## src/sv/pcxrle_pkg.sv

```systemverilog
// ----------------------------------------------------------------------------
// pcxrle_pkg
// Shared constants and controller/datapath interface types for the PCX
// run-length line decoder.
// ----------------------------------------------------------------------------
`default_nettype none

package pcxrle_pkg;

  localparam int MAX_LINE_DEF = 4096;

  localparam int REG_W   = 13;
  localparam int ADDR_W  = 24;
  localparam int BYTE_W  = 8;
  localparam int RUN_W   = 6;
  localparam int IDX_W   = 2;

  // bytes above this mark carry a run count
  localparam logic [BYTE_W-1:0] RUN_MARK = 8'd191;
  localparam logic [BYTE_W-1:0] RUN_BASE = 8'd192;

  // configuration register indexes
  localparam logic [IDX_W-1:0] REG_IMAGE_WIDTH    = 2'd0;
  localparam logic [IDX_W-1:0] REG_IMAGE_HEIGHT   = 2'd1;
  localparam logic [IDX_W-1:0] REG_DISPLAY_WIDTH  = 2'd2;
  localparam logic [IDX_W-1:0] REG_DISPLAY_HEIGHT = 2'd3;

  localparam logic [REG_W-1:0] IMAGE_WIDTH_RST    = 13'd640;
  localparam logic [REG_W-1:0] IMAGE_HEIGHT_RST   = 13'd480;
  localparam logic [REG_W-1:0] DISPLAY_WIDTH_RST  = 13'd640;
  localparam logic [REG_W-1:0] DISPLAY_HEIGHT_RST = 13'd480;

  // commands from the controller
  typedef struct packed {
    logic place;        // place one pixel this cycle
    logic use_run;      // pixel comes from the run value, not the input byte
    logic load_run;     // value byte arrived: start a run
    logic drop_run;     // value byte of an empty run: just clear the code
    logic load_pending; // run code byte arrived
  } dp_cmd_t;

  // status back to the controller
  typedef struct packed {
    logic finished;
    logic awaiting;
    logic pending_zero;
    logic is_run_code;
    logic can_emit;
    logic run_last;
  } dp_status_t;

endpackage

`default_nettype wire

```

## src/sv/pcxrle_ctrl.sv

```systemverilog
// ----------------------------------------------------------------------------
// pcxrle_ctrl
// Sequencer: takes input bytes while idle and the output can take a pixel,
// and steps through runs one pixel per cycle while the output is not stalled.
// ----------------------------------------------------------------------------
`default_nettype none

module pcxrle_ctrl (
  input  wire logic                    clk,
  input  wire logic                    rst,
  input  wire logic                    in_valid,
  output logic                         in_ready,
  input  wire pcxrle_pkg::dp_status_t  status,
  output pcxrle_pkg::dp_cmd_t          cmd
);
  import pcxrle_pkg::*;

  localparam logic ST_IDLE = 1'b0;
  localparam logic ST_RUN  = 1'b1;

  logic state;
  logic state_next;
  logic accept;

  assign in_ready = (state == ST_IDLE) && status.can_emit;
  assign accept   = in_valid && in_ready;

  always_comb begin
    state_next = state;
    cmd        = '0;
    case (state)
      ST_IDLE: begin
        if (accept && !status.finished) begin
          if (status.awaiting) begin
            if (status.pending_zero) begin
              cmd.drop_run = 1'b1;
            end else begin
              cmd.load_run = 1'b1;
              state_next   = ST_RUN;
            end
          end else if (status.is_run_code) begin
            cmd.load_pending = 1'b1;
          end else begin
            cmd.place = 1'b1;
          end
        end
      end
      ST_RUN: begin
        if (status.can_emit) begin
          cmd.place   = 1'b1;
          cmd.use_run = 1'b1;
          if (status.run_last) begin
            state_next = ST_IDLE;
          end
        end
      end
      default: begin
        state_next = ST_IDLE;
      end
    endcase
  end

  always_ff @(posedge clk) begin
    if (rst) begin
      state <= ST_IDLE;
    end else begin
      state <= state_next;
    end
  end

endmodule

`default_nettype wire

```

## src/sv/pcxrle_dp.sv

```systemverilog
// ----------------------------------------------------------------------------
// pcxrle_dp
// Datapath: configuration registers, run state, column/row tracking,
// address generation and the output register.
// ----------------------------------------------------------------------------
`default_nettype none

module pcxrle_dp #(
  parameter int MAX_LINE = pcxrle_pkg::MAX_LINE_DEF
) (
  input  wire logic                           clk,
  input  wire logic                           rst,
  input  wire logic                           cfg_valid,
  input  wire logic [pcxrle_pkg::IDX_W-1:0]   cfg_index,
  input  wire logic [pcxrle_pkg::REG_W-1:0]   cfg_data,
  input  wire logic [pcxrle_pkg::BYTE_W-1:0]  in_byte,
  input  wire pcxrle_pkg::dp_cmd_t            cmd,
  output pcxrle_pkg::dp_status_t              status,
  output logic                                out_valid,
  input  wire logic                           out_ready,
  output logic [pcxrle_pkg::BYTE_W-1:0]       out_value,
  output logic [pcxrle_pkg::ADDR_W-1:0]       out_addr,
  output logic                                out_last,
  output logic                                out_done
);
  import pcxrle_pkg::*;

  logic [REG_W-1:0]  image_width;
  logic [REG_W-1:0]  image_height;
  logic [REG_W-1:0]  display_width;
  logic [REG_W-1:0]  display_height;

  logic              awaiting;
  logic [RUN_W-1:0]  pending;
  logic [RUN_W-1:0]  run_cnt;
  logic [BYTE_W-1:0] run_value;
  logic [REG_W-1:0]  column;
  logic [REG_W-1:0]  row;
  logic [ADDR_W-1:0] row_base;
  logic              finished;

  logic [REG_W-1:0]  iw_eff;
  logic [REG_W-1:0]  ih_eff;
  logic [REG_W-1:0]  dw_eff;
  logic [REG_W-1:0]  dh_eff;
  logic [REG_W-1:0]  line_len;
  logic [REG_W-1:0]  rows_total;
  logic [REG_W-1:0]  vis_len;
  logic [REG_W-1:0]  col_inc;
  logic [REG_W-1:0]  row_inc;
  logic [REG_W:0]    col_p1;
  logic [REG_W:0]    row_p1;
  logic              line_end;
  logic              visible;
  logic              pix_done;
  logic              pix_last;
  logic              rows_end;
  logic [BYTE_W-1:0] pix_value;

  // zero registers count as one
  assign iw_eff = (image_width == '0)    ? REG_W'(1) : image_width;
  assign ih_eff = (image_height == '0)   ? REG_W'(1) : image_height;
  assign dw_eff = (display_width == '0)  ? REG_W'(1) : display_width;
  assign dh_eff = (display_height == '0) ? REG_W'(1) : display_height;

  assign line_len   = (32'(iw_eff) > 32'(MAX_LINE)) ? REG_W'(MAX_LINE) : iw_eff;
  assign rows_total = (ih_eff < dh_eff) ? ih_eff : dh_eff;
  assign vis_len    = (line_len < dw_eff) ? line_len : dw_eff;

  assign col_inc  = column + REG_W'(1);
  assign row_inc  = row + REG_W'(1);
  assign col_p1   = {1'b0, column} + (REG_W+1)'(1);
  assign row_p1   = {1'b0, row} + (REG_W+1)'(1);
  assign line_end = (col_inc >= line_len) || (col_inc == '0);
  assign rows_end = (row_inc >= rows_total) || (row_inc == '0);
  assign visible  = column < dw_eff;
  assign pix_done = (row_p1 == {1'b0, rows_total}) && (col_p1 == {1'b0, vis_len});

  // columns only grow inside a run, so once the next one is clipped
  // nothing further of this run is visible
  assign pix_last = !cmd.use_run || (run_cnt == RUN_W'(1)) || line_end ||
                    (col_inc >= dw_eff);

  assign pix_value = cmd.use_run ? run_value : in_byte;

  assign status.finished     = finished;
  assign status.awaiting     = awaiting;
  assign status.pending_zero = (pending == '0);
  assign status.is_run_code  = in_byte > RUN_MARK;
  assign status.can_emit     = !out_valid || out_ready;
  assign status.run_last     = (run_cnt == RUN_W'(1)) || line_end;

  always_ff @(posedge clk) begin
    if (rst) begin
      image_width    <= IMAGE_WIDTH_RST;
      image_height   <= IMAGE_HEIGHT_RST;
      display_width  <= DISPLAY_WIDTH_RST;
      display_height <= DISPLAY_HEIGHT_RST;
    end else if (cfg_valid) begin
      case (cfg_index)
        REG_IMAGE_WIDTH:    image_width    <= cfg_data;
        REG_IMAGE_HEIGHT:   image_height   <= cfg_data;
        REG_DISPLAY_WIDTH:  display_width  <= cfg_data;
        REG_DISPLAY_HEIGHT: display_height <= cfg_data;
        default: ;
      endcase
    end
  end

  always_ff @(posedge clk) begin
    if (rst) begin
      awaiting  <= 1'b0;
      pending   <= '0;
      run_cnt   <= '0;
      column    <= '0;
      row       <= '0;
      row_base  <= '0;
      finished  <= 1'b0;
      out_valid <= 1'b0;
    end else begin
      if (cmd.load_pending) begin
        awaiting <= 1'b1;
        pending  <= RUN_W'(in_byte - RUN_BASE);
      end
      if (cmd.load_run || cmd.drop_run) begin
        awaiting <= 1'b0;
        pending  <= '0;
      end
      if (cmd.load_run) begin
        run_cnt <= pending;
      end else if (cmd.place && cmd.use_run) begin
        run_cnt <= run_cnt - RUN_W'(1);
      end

      if (cmd.place) begin
        if (line_end) begin
          column   <= '0;
          row      <= row_inc;
          row_base <= row_base + ADDR_W'(dw_eff);
          if (rows_end) begin
            finished <= 1'b1;
          end
        end else begin
          column <= col_inc;
        end
      end

      if (cmd.place && visible) begin
        out_valid <= 1'b1;
      end else if (out_ready) begin
        out_valid <= 1'b0;
      end
    end
  end

  always_ff @(posedge clk) begin
    if (cmd.load_run) begin
      run_value <= in_byte;
    end
    if (cmd.place && visible) begin
      out_value <= pix_value;
      out_addr  <= row_base + ADDR_W'(column);
      out_last  <= pix_last;
      out_done  <= pix_done;
    end
  end

  a_no_place_after_finish: assert property (@(posedge clk) disable iff (rst)
    finished |-> !cmd.place)
    else $error("pixel placed after decoding finished");

  a_run_count_live: assert property (@(posedge clk) disable iff (rst)
    (cmd.place && cmd.use_run) |-> (run_cnt != '0))
    else $error("run step with empty run count");

  a_last_row_finishes: assert property (@(posedge clk) disable iff (rst)
    (cmd.place && line_end && rows_end) |=> finished)
    else $error("last row did not end decoding");

endmodule

`default_nettype wire

```

## src/sv/pcx_rle_line_decoder_core.sv

```systemverilog
// ----------------------------------------------------------------------------
// pcx_rle_line_decoder_core
// PCX 8-bit run-length decoder producing pixels with frame buffer addresses.
// ----------------------------------------------------------------------------
// Usage:
//   s_axis carries one compressed byte per beat. m_axis carries one decoded
//   pixel per beat: value and frame buffer address in tdata, tlast on the
//   final pixel caused by an input byte, tuser set on the last pixel of the
//   last decoded row. cfg writes one of four 13-bit size registers and is
//   always ready; write it only while the decoder is idle.
// Timing:
//   a literal byte or a run code byte is taken while the sequencer is idle.
//   A value byte loads the run, which then places pixels up to the run
//   length or the line end; the run sequencer places one pixel per cycle
//   while m_axis is not stalled. Clipped pixels are still stepped through.
//   A literal's pixel is valid the cycle after its byte is taken; a run's
//   pixels start once its value byte is registered into the run state.
// Reset:
//   sizes return to 640x480 image and display, position to row 0 column 0.
//   After the last row every byte is accepted and dropped until reset.
// Stall:
//   one output register; while m_axis is stalled with a pixel pending, no
//   byte is accepted and runs pause.
// ----------------------------------------------------------------------------
`default_nettype none

module pcx_rle_line_decoder_core #(
  parameter int MAX_LINE = pcxrle_pkg::MAX_LINE_DEF
) (
  input  wire logic                          clk,
  input  wire logic                          rst,
  input  wire logic                          cfg_valid,
  output logic                               cfg_ready,
  input  wire logic [pcxrle_pkg::IDX_W-1:0]  cfg_index,
  input  wire logic [pcxrle_pkg::REG_W-1:0]  cfg_data,
  input  wire logic                          s_axis_tvalid,
  output logic                               s_axis_tready,
  input  wire logic [7:0]                    s_axis_tdata,   // compressed_byte
  output logic                               m_axis_tvalid,
  input  wire logic                          m_axis_tready,
  output logic [31:0]                        m_axis_tdata,   // pixel_value, pixel_address
  output logic                               m_axis_tlast,   // last_of_item
  output logic                               m_axis_tuser    // image_done
);
  import pcxrle_pkg::*;

  dp_cmd_t            cmd;
  dp_status_t         status;
  logic [BYTE_W-1:0]  out_value;
  logic [ADDR_W-1:0]  out_addr;

  assign cfg_ready = 1'b1;

  pcxrle_ctrl u_ctrl (
    .clk      (clk),
    .rst      (rst),
    .in_valid (s_axis_tvalid),
    .in_ready (s_axis_tready),
    .status   (status),
    .cmd      (cmd)
  );

  pcxrle_dp #(
    .MAX_LINE (MAX_LINE)
  ) u_dp (
    .clk       (clk),
    .rst       (rst),
    .cfg_valid (cfg_valid),
    .cfg_index (cfg_index),
    .cfg_data  (cfg_data),
    .in_byte   (s_axis_tdata),
    .cmd       (cmd),
    .status    (status),
    .out_valid (m_axis_tvalid),
    .out_ready (m_axis_tready),
    .out_value (out_value),
    .out_addr  (out_addr),
    .out_last  (m_axis_tlast),
    .out_done  (m_axis_tuser)
  );

  assign m_axis_tdata = {out_addr, out_value};

endmodule

`default_nettype wire

```

## config.mk

```make
export PLATFORM = sky130hd
export DESIGN_NAME = pcx_rle_line_decoder_core
export DESIGN_NICKNAME = d
export VERILOG_FILES = /design/src/sv/pcxrle_pkg.sv /design/src/sv/pcxrle_ctrl.sv /design/src/sv/pcxrle_dp.sv /design/src/sv/pcx_rle_line_decoder_core.sv
export SDC_FILE = /design/constraint.sdc
export NUM_CORES = 1
export LEC_CHECK = 0
export BUFFER_PORTS_ARGS = -buffer_cell sky130_fd_sc_hd__buf_2
export CAP_MARGIN = 40
export CORE_ASPECT_RATIO = 1.5
export CORE_MARGIN = 1.5
export CORE_UTILIZATION = 30
export DETAILED_ROUTE_END_ITERATION = 7
export HOLD_SLACK_MARGIN = 0.12
export PLACE_DENSITY = 0.49
export SLEW_MARGIN = 20
export SYNTH_ARGS = -nofsm -noshare
export SYNTH_HDL_FRONTEND = slang
export SYNTH_SLANG_ARGS = --single-unit
```

## constraint.sdc

```tcl
create_clock -name clk -period 5.9 [get_ports clk]
set_input_delay 0.59 -clock clk [delete_from_list [all_inputs] [get_ports clk]]
set_output_delay 0.59 -clock clk [all_outputs]
set_load 0.02 [all_outputs]
```

==> results of run 1 <==
per-layer routing:
metal | wire length, um | vias to the layer above | global-route usage, % | part of all wire [%]
li1 | - | 4217 | - | -
met1 | 11400 | 3830 | 17.5 | 43
met2 | 13800 | 128 | 28.7 | 51
met3 | 657 | 41 | 2.43 | 2.5
met4 | 959 | 0 | 8.33 | 3.6
met5 | 0 | - | 0 | 0
synth_stat cells, drive strengths merged (35+ instances only):
cell	count
mux2i	43
xor2	40
nand2	186
ha	107
inv	69
clkbuf	58
edfxtp	42
dfxtp	118
a21oi	97
o21ai	35
xnor2	44
nor2	87
worst paths after layout:
path / start / to / slack, ns / cells after the start
min: s_axis_tdata[4] / u_dp.run_value[4]$_DFFE_PP_ / 0.34 / 1
max reg2reg: u_dp.display_height[6]$_SDFFE_PP1P_ / u_dp.out_done$_DFFE_PP_ / 1.01 / 17
min reg2reg: u_dp.awaiting$_SDFFE_PP0P_ / u_dp.awaiting$_SDFFE_PP0P_ / 0.46 / 2
max: u_dp.display_height[6]$_SDFFE_PP1P_ / u_dp.out_done$_DFFE_PP_ / 1.01 / 17
flip-flops by register name, indices dropped and copies added (netlist names), 6 cells and up:
register	cells
u_dp.out_value	8
u_dp.run_value	8
u_dp.column	13
u_dp.row_base	24
u_dp.display_height	13
u_dp.image_width	13
u_dp.pending	6
u_dp.image_height	13
u_dp.run_cnt	6
u_dp.row	13
u_dp.out_addr	24
u_dp.display_width	13
power by group through the flow:
| stage | Combinational, mW | Sequential [mW] | Clock [mW] |
|---|---|---|---|
| after floorplan | 0.233 | 1.24 | 0 |
| after global placement | 0.365 | 1.22 | 0 |
| after detailed placement | 0.373 | 1.23 | 0 |
| after CTS | 0.374 | 1.20 | 1.14 |
| after global routing | 0.408 | 1.20 | 1.19 |
| final | 0.369 | 1.20 | 1.11 |
critical path: stages, from the launching register on:
cell	delay, ns
dfxtp_1	0.36
inv_1	0.08
ha_1	0.30
a21o_1	0.11
a21o_1	0.12
a21oi_1	0.06
o21a_1	0.17
o21ai_0	0.33
a2111oi_0	0.18
nor3_4	0.71
mux2i_1	0.23
ha_1	0.33
and3_1	0.14
nand3_1	0.07
or4b_2	0.67
a2111oi_0	0.37
nand4_1	0.14
nor4b_1	0.33
cell families after synthesis:
| kind of cell | count (synthesis) | share of synthesized area (%) |
|---|---|---|
| and+or+nand+nor | 438 | 20.2 |
| AOI/OAI and AO/OA | 223 | 13.6 |
| DFF | 160 | 35.8 |
| buffers and inverters | 135 | 5.30 |
| adders and majority gates | 109 | 13.6 |
| xor gates and xnor gates | 84 | 7.26 |
| muxes | 43 | 4.25 |
| other | 1 | 0.0370 |
area by class of cell:
class                      count  area share [%]
inverter                      69            2.27
tap                          420            4.60
sequential                   160            31.8
clock buffer                  17            3.73
timing repair buffer          74            3.66
clock inverter                15            1.35
multi-input combinational    898            52.6
==> flow_summary.toml, run 1 <==
[detailed_routing]
viasPerCell = 4.97
final_antenna_net_count = 0
routedWlPerCell_um = 16.2
drc = 0
drtIter0Drc = 316
firstDrtPassIters = 7
vias = 8216
wirelength_mm = 26.8

[floorplan]
ios = 65
chipHeight_um = 228
die-area_um2 = 34900
start_util_pct = 30.4
core_um2 = 33300
fp.dieW_um = 153
rows = 82

[placed_design]
hpwlAfterDp_mm = 20.9
dp.cells = 1618
placed_cell_area_um2 = 10800
place.gp.congestion = 0.819
io_buffers = 63
dp_slack_ns = 1.04

[pwr]
power.total_mw = 2.68
intPower_mw = 1.88
sequentialPowerShare_pct = 44.8
pwr_density_cell_nw_per_um2 = 235
clockPowerShare_pct = 41.5
combPwrFrac_pct = 13.8
vdd_ir_drop_max_v = 0.000175
p_leak_nw = 4.92
p_switching_uw = 803
p_sw_share_pct = 30.0

[clocking]
h-tree-depth = 4
postCtsSetupRepairBufs = 0
cts_tree = "done"
cts_resized = 0
cts.sinks = 160
cts_buffer_depth = 2
clk_pin_slew_ns = 0.08
root_buffer = "clkbuf_16"
postCtsHoldBufs = 0
clk-insertion-delay-late_ns = 0.46
cts_buffers = 17

[worst_setup_path]
cp_max_fo = 13
start_kind = "register"
setup.worst_path.class = "reg -> reg"
crit_arrival_ns = 5.16
end_kind = "register"
worst_ep_required_time_ns = 6.17

[finish]
fin_util_pct = 34.2
final_common_cell = "nand2_1"
drive_above_1_share_pct = 9.81
finalNetCount = 1357
stdcell_area_um2 = 11400
final-seq-area_um2 = 3620
final_cells = 1653
fill_cells = 3462
mostFrequentLayoutCells = "186 x nand2_1, 118 x dfxtp_1, 107 x ha_1"
syn_to_final_growth_pct = 12.7
multiInputGateArea_um2 = 6010
diodes = 0

[timing]
rsz0062_at_grt = "false"
slew-limit-headroom_pct = 45.5
hold_viol_final = 0
post-route-period-util_pct = 82.9
timing.fmax_ghz = 0.204
skew_ns = 0.0115
slew_viol_final = 0
fin_crit_ns = 4.89
worst_pin_slew_ns = 0.812
worst_slack_ns = 1.01
finalSetupViolCount = 0
hold_slack_ns = 0.342
setup_total_negative_slack_ns = 0

[global_route]
grtUsageTotal_pct = 15.8
grt_pass1_vias = 7973
grt_max_degree = 50
antenna_found_initial = 0
grt-ovfl-total = 0
grt_pass1_wl_mm = 43.1

[worst_hold_path]
hold_class = "in -> reg"

[logic_synthesis]
netlist_area_um2 = 10100
ys_types = 65
synth_edf_count = 42
yosys_warnings = 0
ys.flop_type = "dfxtp_1"
postSynth.asyncResetShare_pct = 0
synth-seq-cells = 160
ys_seq_area_share_pct = 35.8
avgSynthCellArea_um2 = 8.49
yosysTopAreaCell = "dfxtp_1"
synthCells = 1193
synth_top_area_share_pct = 23.3
syn_nets = 1330
ys_top_cells_by_area = "dfxtp_1 23%, ha_1 13%, edfxtp_1 12%, nand2_1 6.9%, a21oi_1 4.8%"

[run]
drv_cap = 0

[status]
outcome = "finished, final reports clean"
Power figures use the tool's default switching activity.
==> run 2, diff against run 1 <==
PLACE_DENSITY = 0.51   (was 0.49)
clock period = 4.4 ns   (was 5.9 ns; I/O delays follow)
==> run 2 against run 1 <==
  * The run now ends with design-rule violations left
  * Count of clock-buffer cells in the layout up 1
  * Cell count up 2.8%
  * Total power up 43%
  * Sequential cell count unchanged
  * Clock skew down 0.0019 ns
  * Combinational power up 51%
  * Utilization up 1.4 points
==> flow_summary.toml, run 2 (synthesized netlist as in run 1, its figures left out) <==
[status]
outcome = "complete, but fails checks"
failed_checks = "design-rule violations"

[global_route]
grtUsageTotal_pct = 15.7
grt_pass1_vias = 8429
antenna_found_initial = 0
grt_pass1_wl_mm = 43.2
grt-ovfl-total = 0
grt_max_degree = 64

[worst_setup_path]
end_kind = "register"
cp_max_fo = 8
worstRegToRegCells = 17
worstPathCellList = "nor4_2 -> buf_4 -> a31oi_1 -> nand2b_1 -> a21o_1 -> a21o_1 -> a2111oi_4 -> nor3_4 -> buf_4 -> buf_12 -> mux2i_1 -> ha_1 -> nand4_1 -> or4b_2 -> a2111oi_2 -> nand4_1 -> nor4b_2"
r2r_slack_ns = 0.24
reg2reg_from = "u_dp.display_height[1]$_SDFFE_PP0P_"
start_kind = "register"
slowest_delay_ns = 0.69
crit_arrival_ns = 4.45
rr_endpoint = "u_dp.out_done$_DFFE_PP_"
crit_slowest_cell = "or4b_2"
setup.worst_path.class = "reg -> reg"
worst_ep_required_time_ns = 4.68

[timing]
skew_ns = 0.00967
worst_pin_slew_ns = 0.866
hold_viol_final = 0
slew_viol_final = 0
timing.fmax_ghz = 0.240
worst_slack_ns = 0.235
fin_crit_ns = 4.16
finalSetupViolCount = 0
slew-limit-headroom_pct = 41.9
post-route-period-util_pct = 94.7
hold_slack_ns = 0.197

[detailed_routing]
viasPerCell = 4.92
firstDrtPassIters = 8
routedWlPerCell_um = 15.7
final_antenna_net_count = 0
drc = 4
wirelength_mm = 26.6
vias = 8366
drtIter0Drc = 376

[worst_hold_path]
hold_class = "in -> reg"
hold-path-endpoint = "u_dp.run_value[0]$_DFFE_PP_"
hold_start = "s_axis_tdata[0]"
hold_depth = 1

[pwr]
p_leak_nw = 5.18
vdd_ir_drop_max_v = 0.000274
pwr_density_cell_nw_per_um2 = 322

[floorplan]
die-area_um2 = 34900
ios = 65
core_um2 = 33300
start_util_pct = 30.4
chipHeight_um = 228
rows = 82
fp.dieW_um = 153

[placed_design]
placed_cell_area_um2 = 11100
io_buffers = 63
dp_slack_ns = -0.176
place.gp.congestion = 0.852
hpwlAfterDp_mm = 20.9

[clocking]
cts_buffer_depth = 2
clk-insertion-delay-late_ns = 0.45
clk_pin_slew_ns = 0.07
root_buffer = "clkbuf_16"
cts_tree = "done"
postCtsHoldBufs = 0
cts_buffers = 17
h-tree-depth = 4
cts.sinks = 160

[finish]
diodes = 0
finalNetCount = 1403
stdcell_area_um2 = 11900
largestRegisters = "u_dp.out_addr (24), u_dp.row_base (24)"
syn_to_final_growth_pct = 17.3
final_common_cell = "nand2_1"
mostFrequentLayoutCells = "186 x nand2_1, 118 x dfxtp_1, 107 x ha_1"
fin_util_pct = 35.6
drive_above_1_share_pct = 13.5

[run]
drv_cap = 0
run 2: cell types whose count changed in the layout (fill, tap and decap cells not counted), moves of 2 or more:
| cell | previous run | this run |
|---|---|---|
| inv_6 | 6 | 2 |
| inv_8 | 6 | 2 |
| a2111oi_0 | 2 | 0 |
| nor4_2 | 0 | 2 |
| bufinv_16 | 0 | 5 |
| clkinvlp_4 | 0 | 2 |
| buf_4 | 9 | 57 |
| nor4_1 | 19 | 17 |
run 2: report_power, final:
group	internal, mW	leakage, nW	switching, mW	total (mW)
logic	0.227	3.51	0.331	0.558
clock network	1.02	0.315	0.651	1.67
registers	1.57	1.36	0.0293	1.60
total	2.81	5.18	1.01	3.83
run 2: repair_timing:
action | in CTS | in global routing
gates resized for setup | 7 | 5
endpoints found under the setup margin | 1 | 1
pin swaps | 1 | 3
setup buffers | 0 | 2
run 2: worst max-delay path by stage:
stage / startpoint / endpoint / slack, ns / depth (start not counted)
2_1_floorplan: u_dp.image_height[6]$_SDFFE_PP1P_ / u_dp.out_done$_DFFE_PP_ / 0.07 / 18
3_3_place_gp: u_dp.display_height[6]$_SDFFE_PP1P_ / u_dp.out_done$_DFFE_PP_ / -0.09 / 17
3_5_place_dp: u_dp.display_height[6]$_SDFFE_PP1P_ / u_dp.out_done$_DFFE_PP_ / -0.18 / 17
4_1_cts: u_dp.display_height[1]$_SDFFE_PP0P_ / u_dp.out_done$_DFFE_PP_ / 0.007 / 16
5_1_grt: u_dp.display_height[1]$_SDFFE_PP0P_ / u_dp.out_done$_DFFE_PP_ / -0.08 / 17
6_report: u_dp.display_height[1]$_SDFFE_PP0P_ / u_dp.out_done$_DFFE_PP_ / 0.24 / 17
run 2: final cells by class:
| cell class | count | area (um2) |
|---|---|---|
| fill | 3434 | 21500 |
| multi-input combinational | 898 | 6060 |
| sequential | 160 | 3620 |
| timing repair buffer | 120 | 758 |
| tap | 420 | 526 |
| clock buffer | 18 | 429 |
| inverter | 69 | 259 |
| clock inverter | 14 | 228 |
run 2: stage by stage:
step | cells | power [mW] | TNS [ns]
floorplan | 1193 | 1.98 | 0
global placement | 1663 | 2.17 | -0.0883
detailed placement | 1663 | 2.17 | -0.176
CTS | 1695 | 3.87 | 0
global route | 1699 | 3.99 | -0.0813
finish | 1699 | 3.83 | 0
run 2: routing by layer:
metal  part of all wire (%)  GRT usage, %  vias up
met5                      0             0        -
met4                    4.4          9.25        0
met3                    3.0          2.62       53
met2                     51          28.5      133
met1                     42          17.0     3869
li1                       -             -     4311
run 2: worst max-delay path, delay by kind of cell, from the launching register on:
kind / cells / cell delay, ns
buffers and inverters: 3 / 0.44
muxes: 1 / 0.12
DFF: 1 / 0.32
AOI/OAI and AO/OA: 5 / 1.10
and+or+nand+nor: 7 / 1.70
adders and majority gates: 1 / 0.31
==> run 3, diff against run 2 <==
RECOVER_POWER = 50   (was not set)
==> run 3 against run 2 <==
  * The flow finishes with violations (design-rule violations, max-capacitance violations, max-slew violations)
  * Clock power barely moved
  * Sequential cell count unchanged
  * Maximum frequency rose by 0.12%
  * Register-to-register slack is essentially flat
  * Cell count is the same
  * Sequential share of layout area grew 0.18 points
  * Non-clock buffer count unchanged
  * Critical path type unchanged
  * Largest power group unchanged
==> flow_summary.toml, run 3 (synthesized netlist as in run 1, its figures left out) <==
[global_route]
grt_pass1_vias = 8429
antenna_found_initial = 0
grt_max_degree = 64
grt_pass1_wl_mm = 43.2
grtUsageTotal_pct = 15.7
grt-ovfl-total = 0

[floorplan]
ios = 65
chipHeight_um = 228
die-area_um2 = 34900
core_um2 = 33300
fp.dieW_um = 153
rows = 82
start_util_pct = 30.4

[worst_setup_path]
start_kind = "register"
slowest_delay_ns = 0.69
worstRegToRegCells = 17
worstSetupEndpoint = "u_dp.out_done$_DFFE_PP_"
end_kind = "register"
r2r_slack_ns = 0.24
rr_endpoint = "u_dp.out_done$_DFFE_PP_"
reg2reg_from = "u_dp.display_height[1]$_SDFFE_PP0P_"
worstPathCellList = "nor4_2 -> buf_4 -> a31oi_1 -> nand2b_1 -> a21o_1 -> a21o_1 -> a2111oi_4 -> nor3_4 -> buf_4 -> buf_12 -> mux2i_1 -> ha_1 -> nand4_1 -> or4b_2 -> a2111oi_2 -> nand4_1 -> nor4b_2"
crit_slowest_cell = "or4b_2"
worst_ep_required_time_ns = 4.68
crit_arrival_ns = 4.44
setup.worst_path.class = "reg -> reg"
cp_max_fo = 8
crit_start = "u_dp.display_height[1]$_SDFFE_PP0P_"

[timing]
post-route-period-util_pct = 94.5
timing.fmax_ghz = 0.240
worst_pin_slew_ns = 2.34
fin_crit_ns = 4.16
skew_ns = 0.00988
worst_slack_ns = 0.240
hold_viol_final = 0
slew-limit-headroom_pct = -55.9
hold_slack_ns = 0.231
slew_viol_final = 53
finalSetupViolCount = 0
setup_total_negative_slack_ns = 0

[placed_design]
hpwlAfterDp_mm = 20.9
io_buffers = 63
dp_slack_ns = -0.176
placed_cell_area_um2 = 11100
dp.cells = 1663
place.gp.congestion = 0.852

[finish]
finalNetCount = 1403
mostFrequentLayoutCells = "186 x nand2_1, 118 x dfxtp_1, 107 x ha_1"
diodes = 0
final_cells = 1699
fin_util_pct = 35.4
stdcell_area_um2 = 11800
final_common_cell = "nand2_1"
drive_above_1_share_pct = 9.77
fill_cells = 3450
largestRegisters = "u_dp.out_addr (24), u_dp.row_base (24)"
syn_to_final_growth_pct = 16.6

[detailed_routing]
final_antenna_net_count = 0
vias = 8370
viasPerCell = 4.93
drtIter0Drc = 349
drc = 4
wirelength_mm = 26.7
routedWlPerCell_um = 15.7
firstDrtPassIters = 8

[pwr]
clockPowerShare_pct = 43.7
vdd_ir_drop_max_v = 0.000275
combPwrFrac_pct = 14.3
power.total_mw = 3.82
p_switching_mw = 1.01
pwr_density_cell_nw_per_um2 = 323
p_leak_nw = 5.04
sequentialPowerShare_pct = 41.9
p_sw_share_pct = 26.6
intPower_mw = 2.80

[status]
failed_checks = "design-rule violations, max-capacitance violations, max-slew violations"
outcome = "complete, but fails checks"

[run]
drv_cap = 1

[clocking]
clk-insertion-delay-late_ns = 0.45
root_buffer = "clkbuf_16"
cts_buffer_depth = 2
cts.sinks = 160
clk_pin_slew_ns = 0.07
h-tree-depth = 4
cts_buffers = 17
cts_tree = "done"
postCtsHoldBufs = 0

[worst_hold_path]
hold_class = "in -> reg"
hold_depth = 1
run 3: changes by cell type in the layout (fill, tap and decap cells not counted):
cell,before,now
clkbuf_1,1,49
buf_2,62,17
buf_4,57,53
clkbuf_2,0,1
run 3: worst min-delay path by stage:
stage	from	end
after detailed placement	u_dp.awaiting$_SDFFE_PP0P_	u_dp.awaiting$_SDFFE_PP0P_
final	s_axis_tdata[0]	u_dp.run_value[0]$_DFFE_PP_
after global placement	u_dp.awaiting$_SDFFE_PP0P_	u_dp.awaiting$_SDFFE_PP0P_
after global routing	s_axis_tdata[6]	u_dp.run_value[6]$_DFFE_PP_
after floorplan	u_dp.awaiting$_SDFFE_PP0P_	u_dp.awaiting$_SDFFE_PP0P_
after CTS	s_axis_tdata[0]	u_dp.run_value[0]$_DFFE_PP_
run 3: critical path: cells and delay by family, from the launching register on:
kind	cells	cell delay [ns]
muxes	1	0.12
buffers and inverters	3	0.43
AOI/OAI and AO/OA	5	1.09
DFF	1	0.32
and+or+nand+nor	7	1.70
adders and majority gates	1	0.31
run 3: power groups by stage:
stage	Sequential [mW]	Combinational (mW)	Clock (mW)
after global routing	1.61	0.603	1.78
after global placement	1.63	0.537	0
after detailed placement	1.63	0.540	0
final	1.60	0.547	1.67
after CTS	1.60	0.553	1.72
after floorplan	1.67	0.312	0
run 3: per-layer routing:
layer | vias to the layer above | global-route usage, % | share of wire (%)
li1 | 4317 | - | -
met1 | 3861 | 17.0 | 41
met2 | 141 | 28.5 | 51
met3 | 51 | 2.62 | 3.2
met4 | 0 | 9.25 | 4.5
met5 | - | 0 | 0
run 3: final cells by class:
cell class | instances | area, um2 | share of cell area, %
multi-input cells | 898 | 6060 | 51.3
flip-flops and latches | 160 | 3620 | 30.7
clock inverters | 14 | 228 | 1.93
repair buffers | 120 | 688 | 5.83
inverters | 69 | 259 | 2.19
well taps | 420 | 526 | 4.45
clock buffers | 18 | 429 | 3.63
run 3: timing repair:
action,CTS,global route
setup buffers,0,2
endpoints found under the setup margin,1,1
pin swaps,1,3
gates resized for setup,7,5
